`config.mk`:
```
export PLATFORM = sky130hd
export DESIGN_NAME = modular_exponentiation_core
export DESIGN_NICKNAME = d
export VERILOG_FILES = /design/src/rtl/mexp_pkg.sv /design/src/rtl/modular_exponentiation_core.sv
export VERILOG_INCLUDE_DIRS = /design/src /design/src/rtl
export SDC_FILE = /design/constraint.sdc
export NUM_CORES = 1
export LEC_CHECK = 0
export BUFFER_PORTS_ARGS = -buffer_cell sky130_fd_sc_hd__buf_2
export CORE_ASPECT_RATIO = 1.25
export CORE_UTILIZATION = 23
export CTS_CLUSTER_SIZE = 16
export DETAILED_ROUTE_END_ITERATION = 10
export GPL_TIMING_DRIVEN = 0
export PLACE_DENSITY = 0.36
export SLEW_MARGIN = 20
export SYNTH_ARGS = -nofsm -noshare
export SYNTH_HDL_FRONTEND = slang
export SYNTH_SLANG_ARGS = --single-unit
```
`constraint.sdc`:
```
create_clock -name clk -period 8.58 [get_ports clk]
set_input_delay 1.287 -clock clk [delete_from_list [all_inputs] [get_ports clk]]
set_output_delay 1.287 -clock clk [all_outputs]
set_load 0.02 [all_outputs]
```
`src/rtl/modular_exponentiation_core_macros.svh`:
```
// Assertion helpers for the modular exponentiation core.
// All checks sample on clk and are off while rst is high.
`ifndef MODULAR_EXPONENTIATION_CORE_MACROS_SVH
`define MODULAR_EXPONENTIATION_CORE_MACROS_SVH

// Same-cycle implication
`define MEXP_ASSERT_IMP(lbl, ante, cons, msg) \
  lbl: assert property (@(posedge clk) disable iff (rst) (ante) |-> (cons)) else $error(msg);

// Next-cycle implication
`define MEXP_ASSERT_NXT(lbl, ante, cons, msg) \
  lbl: assert property (@(posedge clk) disable iff (rst) (ante) |=> (cons)) else $error(msg);

`endif

```
`src/rtl/mexp_pkg.sv`:
```
`timescale 1ns / 1ps
`default_nettype none

package mexp_pkg;

  // Operand widths
  localparam int MOD_WIDTH = 31;
  localparam int EXP_WIDTH = 63;
  localparam int CNT_WIDTH = $clog2(MOD_WIDTH);

  // Modulus after reset
  localparam logic [MOD_WIDTH-1:0] MOD_RESET = MOD_WIDTH'(1000000007);

  // Fermat inverse uses modulus minus this
  localparam logic [MOD_WIDTH-1:0] INV_OFFSET = MOD_WIDTH'(2);

  // Smallest usable modulus
  localparam logic [MOD_WIDTH-1:0] MOD_MIN = MOD_WIDTH'(2);

  // Opcodes
  localparam logic OP_POWER   = 1'b0;
  localparam logic OP_INVERSE = 1'b1;

  // Sequencer states
  typedef enum logic [2:0] {
    ST_IDLE,
    ST_REDUCE,
    ST_SCAN,
    ST_MUL,
    ST_SQR,
    ST_FINISH
  } mexp_state_t;

endpackage

`default_nettype wire

```
`src/rtl/modular_exponentiation_core.sv`:
```
`timescale 1ns / 1ps
`default_nettype none
`include "modular_exponentiation_core_macros.svh"

// Computes base ** exponent mod modulus by right-to-left square and multiply
// (opcode 1: base ** (modulus - 2), the Fermat inverse for a prime modulus).
// All arithmetic runs on one shared bit-serial modular multiplier, one
// multiplier bit per cycle with two conditional subtracts. A word is
// accepted and its base reduced, then per exponent bit up to its highest set
// bit the core scans the bit, multiplies if the bit is set and squares; a
// closing scan and a finish step end the word. A modulus below two goes
// straight from accept to finish (result 0). req_stall stays high while a
// word is in work; the result sits in an output register, so the next word
// is taken while it waits on rsp_stall.
// The modulus is written through modulus_we / modulus_data; the user must
// write it only while idle, the core itself does not enforce this.
module modular_exponentiation_core
  import mexp_pkg::*;
(
  input  wire logic                 clk,
  input  wire logic                 rst,
  // configuration
  input  wire logic                 modulus_we,
  input  wire logic [MOD_WIDTH-1:0] modulus_data,
  // request channel
  input  wire logic                 req_valid,
  output logic                      req_stall,
  input  wire logic                 opcode,
  input  wire logic [MOD_WIDTH-1:0] base,
  input  wire logic [EXP_WIDTH-1:0] exponent,
  // response channel
  output logic                      rsp_valid,
  input  wire logic                 rsp_stall,
  output logic [MOD_WIDTH-1:0]      result
);

  mexp_state_t state, state_next;

  logic [MOD_WIDTH-1:0] modulus;
  logic [MOD_WIDTH-1:0] acc;
  logic [MOD_WIDTH-1:0] sq;
  logic [EXP_WIDTH-1:0] exp_rem;

  // shared multiplier: mul_r = (mul_r * 2 + bit * op_a) mod modulus
  logic [MOD_WIDTH-1:0] op_a;
  logic [MOD_WIDTH-1:0] op_b;
  logic [MOD_WIDTH-1:0] mul_r;
  logic [CNT_WIDTH-1:0] mul_cnt;

  logic [MOD_WIDTH:0]   mod_ext;
  logic [MOD_WIDTH:0]   dbl;
  logic [MOD_WIDTH:0]   dbl_red;
  logic [MOD_WIDTH:0]   add;
  logic [MOD_WIDTH:0]   add_red;
  logic [MOD_WIDTH-1:0] mul_r_next;
  logic                 mul_busy;
  logic                 mul_last;

  logic req_accept;
  logic rsp_load;

  assign req_stall  = (state != ST_IDLE);
  assign req_accept = req_valid && !req_stall;

  // one modular step of the multiplier
  always_comb begin
    mod_ext    = {1'b0, modulus};
    dbl        = {mul_r, 1'b0};
    dbl_red    = (dbl >= mod_ext) ? dbl - mod_ext : dbl;
    add        = dbl_red + (op_b[MOD_WIDTH-1] ? {1'b0, op_a} : '0);
    add_red    = (add >= mod_ext) ? add - mod_ext : add;
    mul_r_next = add_red[MOD_WIDTH-1:0];
  end

  assign mul_busy = (state == ST_REDUCE) || (state == ST_MUL) || (state == ST_SQR);
  assign mul_last = (mul_cnt == CNT_WIDTH'(MOD_WIDTH - 1));

  // sequencer: next state and output load
  always_comb begin
    state_next = state;
    rsp_load   = 1'b0;
    unique case (state)
      ST_IDLE: begin
        if (req_accept) begin
          state_next = (modulus < MOD_MIN) ? ST_FINISH : ST_REDUCE;
        end
      end
      ST_REDUCE: begin
        if (mul_last) state_next = ST_SCAN;
      end
      ST_SCAN: begin
        if (exp_rem == '0) begin
          state_next = ST_FINISH;
        end else if (exp_rem[0]) begin
          state_next = ST_MUL;
        end else begin
          state_next = ST_SQR;
        end
      end
      ST_MUL: begin
        if (mul_last) state_next = ST_SQR;
      end
      ST_SQR: begin
        if (mul_last) state_next = ST_SCAN;
      end
      ST_FINISH: begin
        if (!rsp_valid || !rsp_stall) begin
          rsp_load   = 1'b1;
          state_next = ST_IDLE;
        end
      end
      default: state_next = ST_IDLE;
    endcase
  end

  // state and control registers
  always_ff @(posedge clk) begin
    if (rst) begin
      state     <= ST_IDLE;
      modulus   <= MOD_RESET;
      rsp_valid <= 1'b0;
      mul_cnt   <= '0;
    end else begin
      state <= state_next;
      if (modulus_we) modulus <= modulus_data;
      if (rsp_load) begin
        rsp_valid <= 1'b1;
      end else if (!rsp_stall) begin
        rsp_valid <= 1'b0;
      end
      if (mul_busy) begin
        mul_cnt <= mul_last ? '0 : mul_cnt + CNT_WIDTH'(1);
      end
    end
  end

  // datapath registers
  always_ff @(posedge clk) begin
    // multiplier step; a finished multiply reloads straight for the square
    if (mul_busy) begin
      if (state == ST_MUL && mul_last) begin
        mul_r <= '0;
        op_b  <= sq;
      end else begin
        mul_r <= mul_r_next;
        op_b  <= {op_b[MOD_WIDTH-2:0], 1'b0};
      end
    end
    if (rsp_load) result <= acc;

    unique case (state)
      ST_IDLE: begin
        if (req_accept) begin
          // acc = 1 mod m, or 0 when the modulus is unusable
          acc     <= (modulus < MOD_MIN) ? '0 : MOD_WIDTH'(1);
          exp_rem <= (opcode == OP_INVERSE) ? EXP_WIDTH'(modulus - INV_OFFSET) : exponent;
          // base mod m as 1 * base on the multiplier
          op_a    <= MOD_WIDTH'(1);
          op_b    <= base;
          mul_r   <= '0;
        end
      end
      ST_REDUCE: begin
        if (mul_last) sq <= mul_r_next;
      end
      ST_SCAN: begin
        mul_r <= '0;
        op_b  <= sq;
        op_a  <= exp_rem[0] ? acc : sq;
      end
      ST_MUL: begin
        if (mul_last) begin
          acc  <= mul_r_next;
          op_a <= sq;
        end
      end
      ST_SQR: begin
        if (mul_last) begin
          sq      <= mul_r_next;
          exp_rem <= exp_rem >> 1;
        end
      end
      ST_FINISH: begin
      end
      default: begin
      end
    endcase
  end

  // checks
  `MEXP_ASSERT_IMP(a_scan_cnt_clear, state == ST_SCAN, mul_cnt == '0,
                   "multiplier count not cleared at scan")
  `MEXP_ASSERT_NXT(a_accept_path, req_accept, state == ST_REDUCE || state == ST_FINISH,
                   "accepted word did not start work")
  `MEXP_ASSERT_NXT(a_sqr_shift, state == ST_SQR && mul_last,
                   state == ST_SCAN && exp_rem == ($past(exp_rem) >> 1),
                   "exponent not shifted after squaring")
  `MEXP_ASSERT_IMP(a_rsp_source, $rose(rsp_valid), $past(state) == ST_FINISH,
                   "result shown without finishing")

endmodule

`default_nettype wire

```
### Word-level counts from Yosys, hierarchy flattened

Index checks and enable logic that the tools add are counted.

* add/sub/neg operators: 5
* magnitude comparators: 3
* equality and inequality tests: 12
* muxes and demuxes: 36
* reduce and logical (&&, ||, !) cells: 20

Operators by type and width (count)
* $mux 31: 13
* $mux 63: 3
* $pmux 31 s2: 3
* $pmux 63 s2: 1
* $pmux 31 s3: 1
* $ge 32x31->1: 2
* $logic_not 63->1: 1
* $add 32x31->32: 1
* $mux 32: 1
* $sub 31x2->32 const B: 1
* $sub 32x31->32: 1
* $lt 31x2->1 const B: 1
* $sub 31x31->31: 1
* $mux 3: 7
* $pmux 3 s5: 1
* $reduce_and 3->1: 3
* $ne 2x2->1 const B: 4
* $eq 3x2->1 const B: 2
* $eq 3x3->1 const B: 2
* $reduce_bool 3->1: 2
* $add 5x1->5 const B: 1
* $eq 5x5->1 const B: 1
* $mux 1: 5
* $mux 5: 1
* other kinds (10): 17

* register bits: 289
* input port bits: 131
* logic and storage cells: 87

### Logic depth before layout (Yosys ltp)

Gate-level depths: netlist (run 1).

* depth in word-level cells: 9
* depth in mapped cells: 36

### Worst setup path before layout (run 1)

Ideal clock, no wire load.

* path kind: flip-flop to flip-flop
* start point: register modulus[1]
* end point: register acc[10], data pin
* data arrival time: 6.626 ns
* data required time: 8.314 ns
* path slack: 1.688 ns
* stages on the path, launching flop included: 36
* path buffers: 5
* clock period less this slack: 6.892 ns
* cells stage by stage: dfxtp_1 > inv_1 > fa_1 > a21oi_1 > a2bb2oi_1 > a21oi_1 > or3_1 > a31oi_1 > buf_2 > buf_1 > nor2_1 > ha_1 > inv_1 > fa_1 > nand2b_1 > a21oi_1 > o41ai_1 > a21oi_1 > nand2_1 > nand2b_1 > a21oi_1 > xnor2_1 > ha_1 > clkbuf_1 > and3_1 > nand3_1 > nor2_1 > and4_1 > a31oi_1 > a31o_2 > a21oi_1 > a211o_1 > buf_6 > buf_2 > mux2i_1 > nor2_1

* longest elaborated chain between the ends: 7
* elaborated cells on any way between the ends: 9
* classes of those cells: 3 x add/sub; 2 x order compare; 4 x mux

RTL lines
* from (decl): RTL line modular_exponentiation_core.sv:39 `logic [MOD_WIDTH-1:0] modulus;`
* from (signal assigned): RTL line modular_exponentiation_core.sv:125 `if (modulus_we) modulus <= modulus_data;`
* $sub 32x31->32 or $ge 32x31->1 (tied branches): RTL line modular_exponentiation_core.sv:69 `dbl_red = (dbl >= mod_ext) ? dbl - mod_ext : dbl;`
* $mux 32: RTL line modular_exponentiation_core.sv:69
* $add 32x31->32: RTL line modular_exponentiation_core.sv:70 `add = dbl_red + (op_b[MOD_WIDTH-1] ? {1'b0, op_a} : '0);`
* $sub 31x31->31 or $ge 32x31->1 (tied branches): RTL line modular_exponentiation_core.sv:71 `add_red = (add >= mod_ext) ? add - mod_ext : add;`
* $mux 31 *: RTL line modular_exponentiation_core.sv:71
* $mux 31 *: RTL line modular_exponentiation_core.sv:172 `if (mul_last) begin`
* $pmux 31 s2 *: RTL line modular_exponentiation_core.sv:151 `unique case (state)`
* to (signal assigned): RTL line modular_exponentiation_core.sv:155 `acc <= (modulus < MOD_MIN) ? '0 : MOD_WIDTH'(1);`
* to (signal assigned): RTL line modular_exponentiation_core.sv:173 `acc <= mul_r_next;`
* to (decl): RTL line modular_exponentiation_core.sv:40 `logic [MOD_WIDTH-1:0] acc;`

Every way passes the cells marked *; elsewhere a longest branch is shown, timed or not. The select of a mux whose other input is x is not followed.
A chain may end at the register's enable or synchronous reset.

### Worst setup path in the final report (run 1)

* start point: register modulus[0]
* end point: register acc[8], data pin

The elaborated chain is that of the path after synthesis.

==> flow_summary.json, run 1 <==
{
  "status": "finished clean",
  "cp_max_fo": 10,
  "drt-pass1-iter-count": 7,
  "dpl.hpwl_um": 56670,
  "h-tree-depth": 2,
  "overflow": 0,
  "netlist_area_um2": 18170,
  "synthArstFlopShare_pct": 0,
  "routabilityCongestion": 0.8671,
  "grt_pass1_wl_um": 103400,
  "r2r_cells": 31,
  "wl_um": 70810,
  "clock_power_share_pct": 18.4,
  "final_area_um2": 22200,
  "hold_buffers": 0,
  "ys_ff_latch": 289,
  "grt_max_degree": 23,
  "start_kind": "register",
  "synth_top_cells_by_count": "nand2_1, o21ai_0, edfxtp_1, a21oi_1, nor2_1",
  "io_pins": 164,
  "finalSetupViolations": 0,
  "wl_per_cell_um": 21.46,
  "avgSynthCellArea_um2": 9.015,
  "cp_slowest_cell": "or3_1",
  "die_area_um2": 80150,
  "vdd_drop_max_v": 0.0002790,
  "nFillCells": 8256,
  "syn_nets": 2246,
  "rows": 114,
  "ys_top_cells_by_area": "edfxtp_1, dfxtp_1, ha_1",
  "grt_pass1_vias": 15960,
  "core_um2": 77740,
  "tritoncts": "yes",
  "total_leakage_power_uw": 0.008508,
  "clkLatencyLatePin_ns": 0.56,
  "power_frac_comb_pct": 59.7,
  "slew_headroom_pct": 30.95,
  "max_freq_mhz": 123.4,
  "ys_warn_count": 0,
  "vias": 16180,
  "finalCritPeriodShare_pct": 94.48,
  "yosysUniqueCellTypes": 65,
  "die_w_um": 253.4,
  "maxSlewViolCount": 0,
  "synth.most_common_cell": "nand2_1",
  "fin_worst_skew_ns": 0.03722,
  "drive_above_1_share_pct": 13.53,
  "critPathMostFrequentCell": "a21oi_1",
  "grtUsageTotal_pct": 17.39,
  "p_total_uw": 8600,
  "final_util_pct": 28.56,
  "dpl-instance-area_um2": 20550,
  "nets": 2457,
  "start_util_pct": 23.38,
  "setup.worst_path.class": "reg2reg",
  "hold_end": "result[14]",
  "min_period_ns": 8.107,
  "ys_seq_area_share_pct": 42.13,
  "die_h_um": 316.3,
  "power_density_nw_per_um2": 387.4,
  "switching_share_pct": 45.13,
  "drt_iter0_drc": 1224,
  "fin_tns_setup_ns": 0,
  "seq_power_share_pct": 22.0,
  "synth.top_cell.area_share_pct": 30.90,
  "clkSlewWorstSetupHoldPaths_ns": 0.06,
  "drc": 0,
  "synthCells": 2016,
  "synth_ff_type": "edfxtp_1",
  "whs_path_depth": 0,
  "synth_enable_flop_cells": 187,
  "viasPerCell": 4.905,
  "hold_class": "reg2reg",
  "clockBufferDepth": 3,
  "min-delay-start": "acc[14]",
  "worst_slack_ns": 0.4732,
  "cp.required_ns": 8.85,
  "r2r_end": "acc[8]",
  "worstPathArrival_ns": 8.38,
  "antenna_found_initial": 0,
  "antennaDiodeCount": 0,
  "yosysTopAreaCell": "edfxtp_1",
  "tightest_slew_ns": 1.023,
  "multi_input_area_um2": 10200,
  "p_int_uw": 4718,
  "hold_viol_final": 0,
  "ff_latch_area_um2": 7659,
  "cts_made_buffers": 37,
  "critPathMaxStageDelay_ns": 0.51,
  "pre_cts_ws_ns": -0.9842,
  "io_buffers": 161,
  "maxCapViolCount": 0,
  "r2r-start": "modulus[0]",
  "cts.sinks": 289,
  "cts_root_buffer": "clkbuf_16",
  "final_antenna_net_count": 0,
  "switching_power_uw": 3881,
  "area_growth_syn_to_layout_pct": 22.15,
  "end_kind": "register",
  "r2r_slack_ns": 0.47
}
power by group through the flow:
stage,registers [uW],logic [uW],clock network (uW)
6_report,1890,5130,1580
5_1_grt,1900,5580,1670
4_1_cts,1890,4980,1630
3_5_place_dp,1920,4340,0
3_3_place_gp,1930,4300,0
2_1_floorplan,1870,2970,0
registers in the layout, summed over array words and instances (netlist names):
name,count
acc,31
exp_rem,63
modulus,31
mul_cnt,5
mul_r,31
op_a,31
op_b,31
result,31
rsp_valid,1
sq,31
state,3
metrics by stage:
step	instances	hold slack, ns
6_report	3299	0.4524
5_1_grt	3299	0.4639
2_1_floorplan	2016	0.4261
3_3_place_gp	3221	0.4391
3_5_place_dp	3232	0.4377
4_1_cts	3299	0.4526
worst max-delay path by stage:
stage          startpoint  slack [ns]  depth (start not counted)      end
6_report       modulus[0]        0.47                         31   acc[8]
5_1_grt        modulus[1]      -0.004                         32  acc[18]
4_1_cts        modulus[1]      -0.006                         34   acc[6]
3_5_place_dp   modulus[1]       -0.98                         34  acc[27]
3_3_place_gp   modulus[1]       -0.98                         34   sq[25]
2_1_floorplan  modulus[1]        1.69                         35  acc[10]
kinds of logic (layout without fill, tap and decap cells):
| family | count (synthesis) | in the layout | share of synthesized area [%] |
|---|---|---|---|
| mux | 85 | 85 | 4.799 |
| compound gates | 658 | 658 | 22.20 |
| buf+inv | 201 | 440 | 4.262 |
| flops | 289 | 289 | 42.13 |
| simple gates | 581 | 581 | 14.71 |
| xor+xnor | 103 | 103 | 4.964 |
| fa+ha+maj | 99 | 99 | 6.940 |
critical path, delay by kind of cell (launching register included):
| family | cells | cell delay, ns |
|---|---|---|
| compound gates | 16 | 3.66 |
| flops | 1 | 0.44 |
| xor+xnor | 1 | 0.33 |
| mux | 1 | 0.33 |
| fa+ha+maj | 3 | 1.27 |
| buf+inv | 5 | 0.93 |
| simple gates | 5 | 0.84 |
layer usage:
layer / up-vias / GRT usage (%) / wire [um] / part of all wire (%)
met5: - / 0 / 0 / 0
met4: 0 / 5.496 / 2057 / 2.9
met3: 89 / 1.855 / 2652 / 3.7
li1: 7879 / - / - / -
met2: 385 / 31.88 / 36780 / 52
met1: 7827 / 21.10 / 29320 / 41
layout make-up:
class,instances,area share [%]
clock inverters,22,0.9413
flip-flops and latches,289,34.50
clock buffers,45,4.447
well taps,1044,5.884
plain buffers,105,2.035
inverters,95,1.606
repair buffers,173,4.650
multi-input cells,1526,45.94
what timing repair did:
action	CTS	global route
resized for setup	59	28
setup buffers	0	1
pin swaps	0	1
endpoints found under the setup margin	93	93
cell usage in the layout (no fill, tap or decap), types with 8 or more instances in the layout:
master     Yosys  routed
a211oi_1      63      63
a21boi_0      10       9
a21o_1        26      26
a21oi_1      172     169
a22o_1        32      32
a31oi_1       40      39
and2_1        35      35
and3_1         8       8
and4_1        11      11
buf_1         10       8
buf_2          4     162
clkbuf_1      90      92
clkbuf_16      0      38
dfxtp_1      102     101
edfxtp_1     187     187
ha_1          96      95
inv_1         93      93
mux2i_1       76      48
mux2i_4        0      28
nand2_1      212     211
nand2b_1      18      18
nand3_1       23      23
nand4_1       24      24
nor2_1       165     163
nor2b_1       12      12
nor3_1        23      22
nor4_1        29      28
o211ai_1      22      22
o21a_1        13      13
o21ai_0      209     206
o21bai_1      11      11
or3_1          9       9
xnor2_1       67      66
xor2_1        36      36
No activity file was read; power rests on OpenSTA's default activity.
==> run 2: changes to the inputs <==
--- a/config.mk
+++ b/config.mk
@@ -8,6 +8,7 @@
 export LEC_CHECK = 0
 export BUFFER_PORTS_ARGS = -buffer_cell sky130_fd_sc_hd__buf_2
 export CORE_ASPECT_RATIO = 1.25
+export CORE_MARGIN = 3
 export CORE_UTILIZATION = 23
 export CTS_CLUSTER_SIZE = 16
 export DETAILED_ROUTE_END_ITERATION = 10
==> flow_summary.json, run 2 (same netlist as run 1, synthesis figures left out) <==
{
  "status": "finished clean",
  "antenna_found_initial": 0,
  "tritoncts": "yes",
  "nFillCells": 8448,
  "dpl-instance-area_um2": 20520,
  "viasPerCell": 4.891,
  "path_depth": 31,
  "dpl.hpwl_um": 56870,
  "total_leakage_power_uw": 0.008487,
  "wl_um": 71010,
  "power_density_nw_per_um2": 382.8,
  "clock_power_share_pct": 18.1,
  "r2r_slack_ns": 0.44,
  "grt_max_degree": 23,
  "grt_pass1_wl_um": 104200,
  "maxSlewViolCount": 0,
  "largest_reg_flops": 63,
  "final_antenna_net_count": 0,
  "start_kind": "register",
  "end_kind": "register",
  "antennaDiodeCount": 0,
  "path_delay_family": "compound AO/OA/AOI/OAI gates",
  "cts.sinks": 289,
  "area_growth_syn_to_layout_pct": 21.58,
  "final_area_um2": 22090,
  "clockBufferDepth": 3,
  "fin_tns_setup_ns": 0,
  "nets": 2457,
  "rows": 114,
  "regMostFlops": "exp_rem",
  "p_int_uw": 4620,
  "start_util_pct": 23.34,
  "worstPathArrival_ns": 8.41,
  "power_frac_comb_pct": 59.6,
  "vias": 16140,
  "maxCapViolCount": 0,
  "path_buf_inv": 5,
  "h-tree-depth": 2,
  "final_common_cell": "nand2_1",
  "vdd_drop_max_v": 0.0002708,
  "pre_cts_ws_ns": -0.9610,
  "drt_iter0_drc": 1145,
  "hold_viol_final": 0,
  "io_pins": 164,
  "cts_root_buffer": "clkbuf_16",
  "switching_power_uw": 3837,
  "grtUsageTotal_pct": 16.73,
  "mostFrequentLayoutCells": "nand2_1, o21ai_0, edfxtp_1, a21oi_1",
  "grt_pass1_vias": 16200,
  "cts_made_buffers": 36,
  "seq_power_share_pct": 22.4,
  "routabilityCongestion": 0.8665,
  "slew_headroom_pct": 24.61,
  "critPathMostFrequentCell": "a21oi_1",
  "p_total_uw": 8457,
  "worst_slack_ns": 0.4423,
  "drc": 0,
  "fin_worst_skew_ns": 0.01771,
  "cp_max_fo": 10,
  "clkLatencyLatePin_ns": 0.56,
  "overflow": 0,
  "core_um2": 77880,
  "drt-pass1-iter-count": 7,
  "io_buffers": 161,
  "finalSetupViolations": 0,
  "tightest_slew_ns": 1.117,
  "setup.worst_path.class": "reg2reg",
  "drive_above_1_share_pct": 13.61,
  "min_period_ns": 8.138,
  "finalCritPeriodShare_pct": 94.85,
  "critPathMaxStageDelay_ns": 0.51,
  "die_area_um2": 82450,
  "clkSlewWorstSetupHoldPaths_ns": 0.06,
  "wl_per_cell_um": 21.52,
  "cp.required_ns": 8.85,
  "hold_buffers": 0,
  "r2r_cells": 31,
  "hold_class": "reg2reg",
  "switching_share_pct": 45.37,
  "die_w_um": 257.4,
  "cp_slowest_cell": "or3_1",
  "whs_path_depth": 0,
  "die_h_um": 320.3,
  "max_freq_mhz": 122.9
}
[run 2: cell count changes in the layout (fill, tap and decap cells not counted), moves of 2 or more]
cell / before / now
mux2i_2: 1 / 5
clkinvlp_4: 6 / 2
clkinv_2: 6 / 9
mux2i_4: 28 / 24
buf_4: 4 / 7
clkinv_1: 6 / 4
clkbuf_16: 38 / 36
buf_2: 162 / 164
[run 2: worst paths after layout]
| path | start | endpoint |
|---|---|---|
| hold reg to reg | acc[14] | result[14] |
| hold / removal | acc[14] | result[14] |
| setup reg to reg | modulus[1] | acc[2] |
| setup / recovery | modulus[1] | acc[2] |
[run 2: metrics by stage]
step                      cells  utilization, %  hold slack, ns
final                      3299           28.37          0.4564
after global routing       3299           28.37          0.4682
after CTS                  3297           28.10          0.4568
after detailed placement   3230           26.34          0.4429
after global placement     3221           26.05          0.4458
after floorplan            2016               -          0.4261
[run 2: timing repair]
item                                    in CTS  in global routing
pin swaps                                    1                  2
buffers inserted                             1                  3
endpoints found under the setup margin      93                 93
hold endpoints to repair                     0                  0
gates resized for setup                     48                 33
[run 2: cell type report]
cell class	count	area (um2)	share of cell area, %
multi-input cells	1526	10150	45.94
flip-flops and latches	289	7659	34.66
well taps	1044	1306	5.912
repair buffers	174	1023	4.632
clock buffers	47	969.7	4.389
plain buffers	105	449.2	2.033
inverters	95	360.3	1.631
clock inverters	19	177.7	0.8041
[run 2: per-layer routing]
metal | track usage, % | routed length (um) | vias to the layer above
met1 | 20.75 | 29950 | 7839
met5 | 0 | 0 | -
li1 | - | - | 7860
met2 | 30.23 | 36370 | 345
met4 | 5.715 | 2383 | 0
met3 | 1.674 | 2310 | 93
[run 2: worst register-to-register path, delay by kind of cell, from the launching register on]
kind / cells / cell delay [ns]
AO/OA/AOI/OAI: 16 / 3.61
adder cells (fa/ha/maj): 3 / 1.26
buffers and inverters: 5 / 0.99
AND/OR/NAND/NOR: 5 / 0.86
flip-flops: 1 / 0.44
XOR/XNOR: 1 / 0.36
multiplexers: 1 / 0.33
[run 2: power groups by stage]
stage	clock, uW	combinational [uW]	sequential, uW
global route	1620	5500	1910
detailed placement	0	4330	1920
CTS	1580	4790	1890
global placement	0	4280	1930
finish	1530	5040	1890
floorplan	0	2970	1870
==> run 3: changes to the inputs <==
--- a/config.mk
+++ b/config.mk
@@ -13,7 +13,7 @@
 export CTS_CLUSTER_SIZE = 16
 export DETAILED_ROUTE_END_ITERATION = 10
 export GPL_TIMING_DRIVEN = 0
-export PLACE_DENSITY = 0.36
+export PLACE_DENSITY = 0.37
 export SLEW_MARGIN = 20
 export SYNTH_ARGS = -nofsm -noshare
 export SYNTH_HDL_FRONTEND = slang
==> constraint.sdc (replaced) <==
create_clock -name clk -period 6.9 [get_ports clk]
set_input_delay 1.035 -clock clk [delete_from_list [all_inputs] [get_ports clk]]
set_output_delay 1.035 -clock clk [all_outputs]
set_load 0.02 [all_outputs]
==> flow_summary.json, run 3 (same netlist as run 1, synthesis figures left out) <==
{
  "status": "finished clean",
  "cp_slowest_cell": "or3_4",
  "cp.required_ns": 7.20,
  "grtUsageTotal_pct": 17.01,
  "wl_per_cell_um": 21.61,
  "end_kind": "register",
  "core_um2": 77880,
  "clkSlewWorstSetupHoldPaths_ns": 0.06,
  "tritoncts": "yes",
  "tightest_slew_ns": 0.9943,
  "clkLatencyLatePin_ns": 0.57,
  "slew_headroom_pct": 33.71,
  "viasPerCell": 4.891,
  "finalCritPeriodShare_pct": 98.97,
  "min-delay-start": "acc[17]",
  "critPathMaxStageDelay_ns": 0.38,
  "antenna_found_initial": 0,
  "fin_worst_skew_ns": 0.02144,
  "final_common_cell": "nand2_1",
  "largest_reg_flops": 63,
  "fin_tns_setup_ns": 0,
  "clockBufferDepth": 3,
  "pre_cts_ws_ns": -2.594,
  "cp_max_fo": 7,
  "die_w_um": 257.4,
  "min_period_ns": 6.829,
  "holdWs_ns": 0.4609,
  "h-tree-depth": 2,
  "r2r_cells": 30,
  "grt_max_degree": 22,
  "hold_end": "result[17]",
  "die_h_um": 320.3,
  "hold_class": "reg2reg",
  "die_area_um2": 82450,
  "vdd_drop_max_v": 0.0003011,
  "rsz0062_at_grt": "yes",
  "setup.worst_path.class": "reg2reg",
  "rows": 114,
  "wl_um": 72660,
  "cts_made_buffers": 36,
  "io_pins": 164,
  "whs_path_depth": 0,
  "maxSlewViolCount": 0,
  "drt-pass1-iter-count": 5,
  "final_util_pct": 30.61,
  "start_util_pct": 23.34,
  "dpl.hpwl_um": 56300,
  "vias": 16450,
  "hold_viol_final": 0,
  "critPathMostFrequentCell": "a21o_1",
  "grt_pass1_wl_um": 105600,
  "finalSetupViolations": 0,
  "regMostFlops": "exp_rem",
  "worstPathArrival_ns": 7.13,
  "cts.sinks": 289,
  "r2r_end": "acc[24]",
  "drt_iter0_drc": 1082,
  "overflow": 0,
  "maxCapViolCount": 0,
  "p_total_uw": 11940,
  "area_growth_syn_to_layout_pct": 31.16,
  "io_buffers": 161,
  "mostFrequentLayoutCells": "nand2_1, edfxtp_1, buf_2, nor2_1, o21ai_0",
  "grt_pass1_vias": 16440,
  "r2r-start": "modulus[6]",
  "max_freq_mhz": 146.4,
  "drc": 0,
  "r2r_slack_ns": 0.07,
  "cts_root_buffer": "clkbuf_16",
  "power_density_nw_per_um2": 500.7,
  "crit_start": "modulus[6]",
  "final_antenna_net_count": 0,
  "routabilityCongestion": 0.8765,
  "nets": 2521,
  "drive_above_1_share_pct": 22.90,
  "worst_slack_ns": 0.07134,
  "total_leakage_power_uw": 0.008995,
  "antennaDiodeCount": 0,
  "start_kind": "register"
}
-- run 3: worst max-delay path: cells and delay by family (launching register included) --
kind / cells / cell delay [ns]
AOI/OAI and AO/OA: 16 / 3.15
adders and majority gates: 3 / 0.85
buffers and inverters: 4 / 0.61
DFF: 1 / 0.36
muxes: 2 / 0.62
and+or+nand+nor: 5 / 0.96
-- run 3: how the worst max path moves through the flow --
stage / endpoint / depth (start not counted) / slack (ns)
floorplan: acc[10] / 35 / 0.008
global placement: sq[25] / 35 / -2.63
detailed placement: sq[25] / 35 / -2.59
CTS: acc[29] / 31 / -0.02
global route: acc[0] / 30 / -0.19
finish: acc[24] / 30 / 0.07
-- run 3: layer usage --
layer  routed length (um)  vias up  global-route usage, %
li1                     -     7997                      -
met2                37100      353                  30.52
met3                 2187       98                  1.974
met4                 2900        0                  7.169
met5                    0        -                      0
met1                30470     8002                  20.57
-- run 3: power breakdown --
part           internal [uW]  switching (uW)  leakage [uW]
sequential              2200             164       0.00264
clock                   1060             823      0.000548
combinational           3420            4270       0.00581
-- run 3: area by class of cell --
type                    count  area (um2)
plain buffers             100       501.7
flip-flops and latches    289        7695
well taps                1044        1306
fillers                  8216       54040
clock buffers              45       944.7
repair buffers            243        1657
clock inverters            21       188.9
inverters                  95       377.9
multi-input cells        1526       11170
-- run 3: stage by stage --
step | instances | cell area [um2]
after floorplan | 2016 | 18170
after global placement | 3221 | 20290
after detailed placement | 3232 | 20550
after CTS | 3336 | 23160
after global routing | 3363 | 23840
final | 3363 | 23840
-- run 3: what timing repair did --
item,4_1_cts,5_1_grt
hold buffers,0,0
gates resized for setup,248,115
cloned,2,2
buffers inserted,41,26
pin swaps,47,50
setup endpoints to repair,93,93
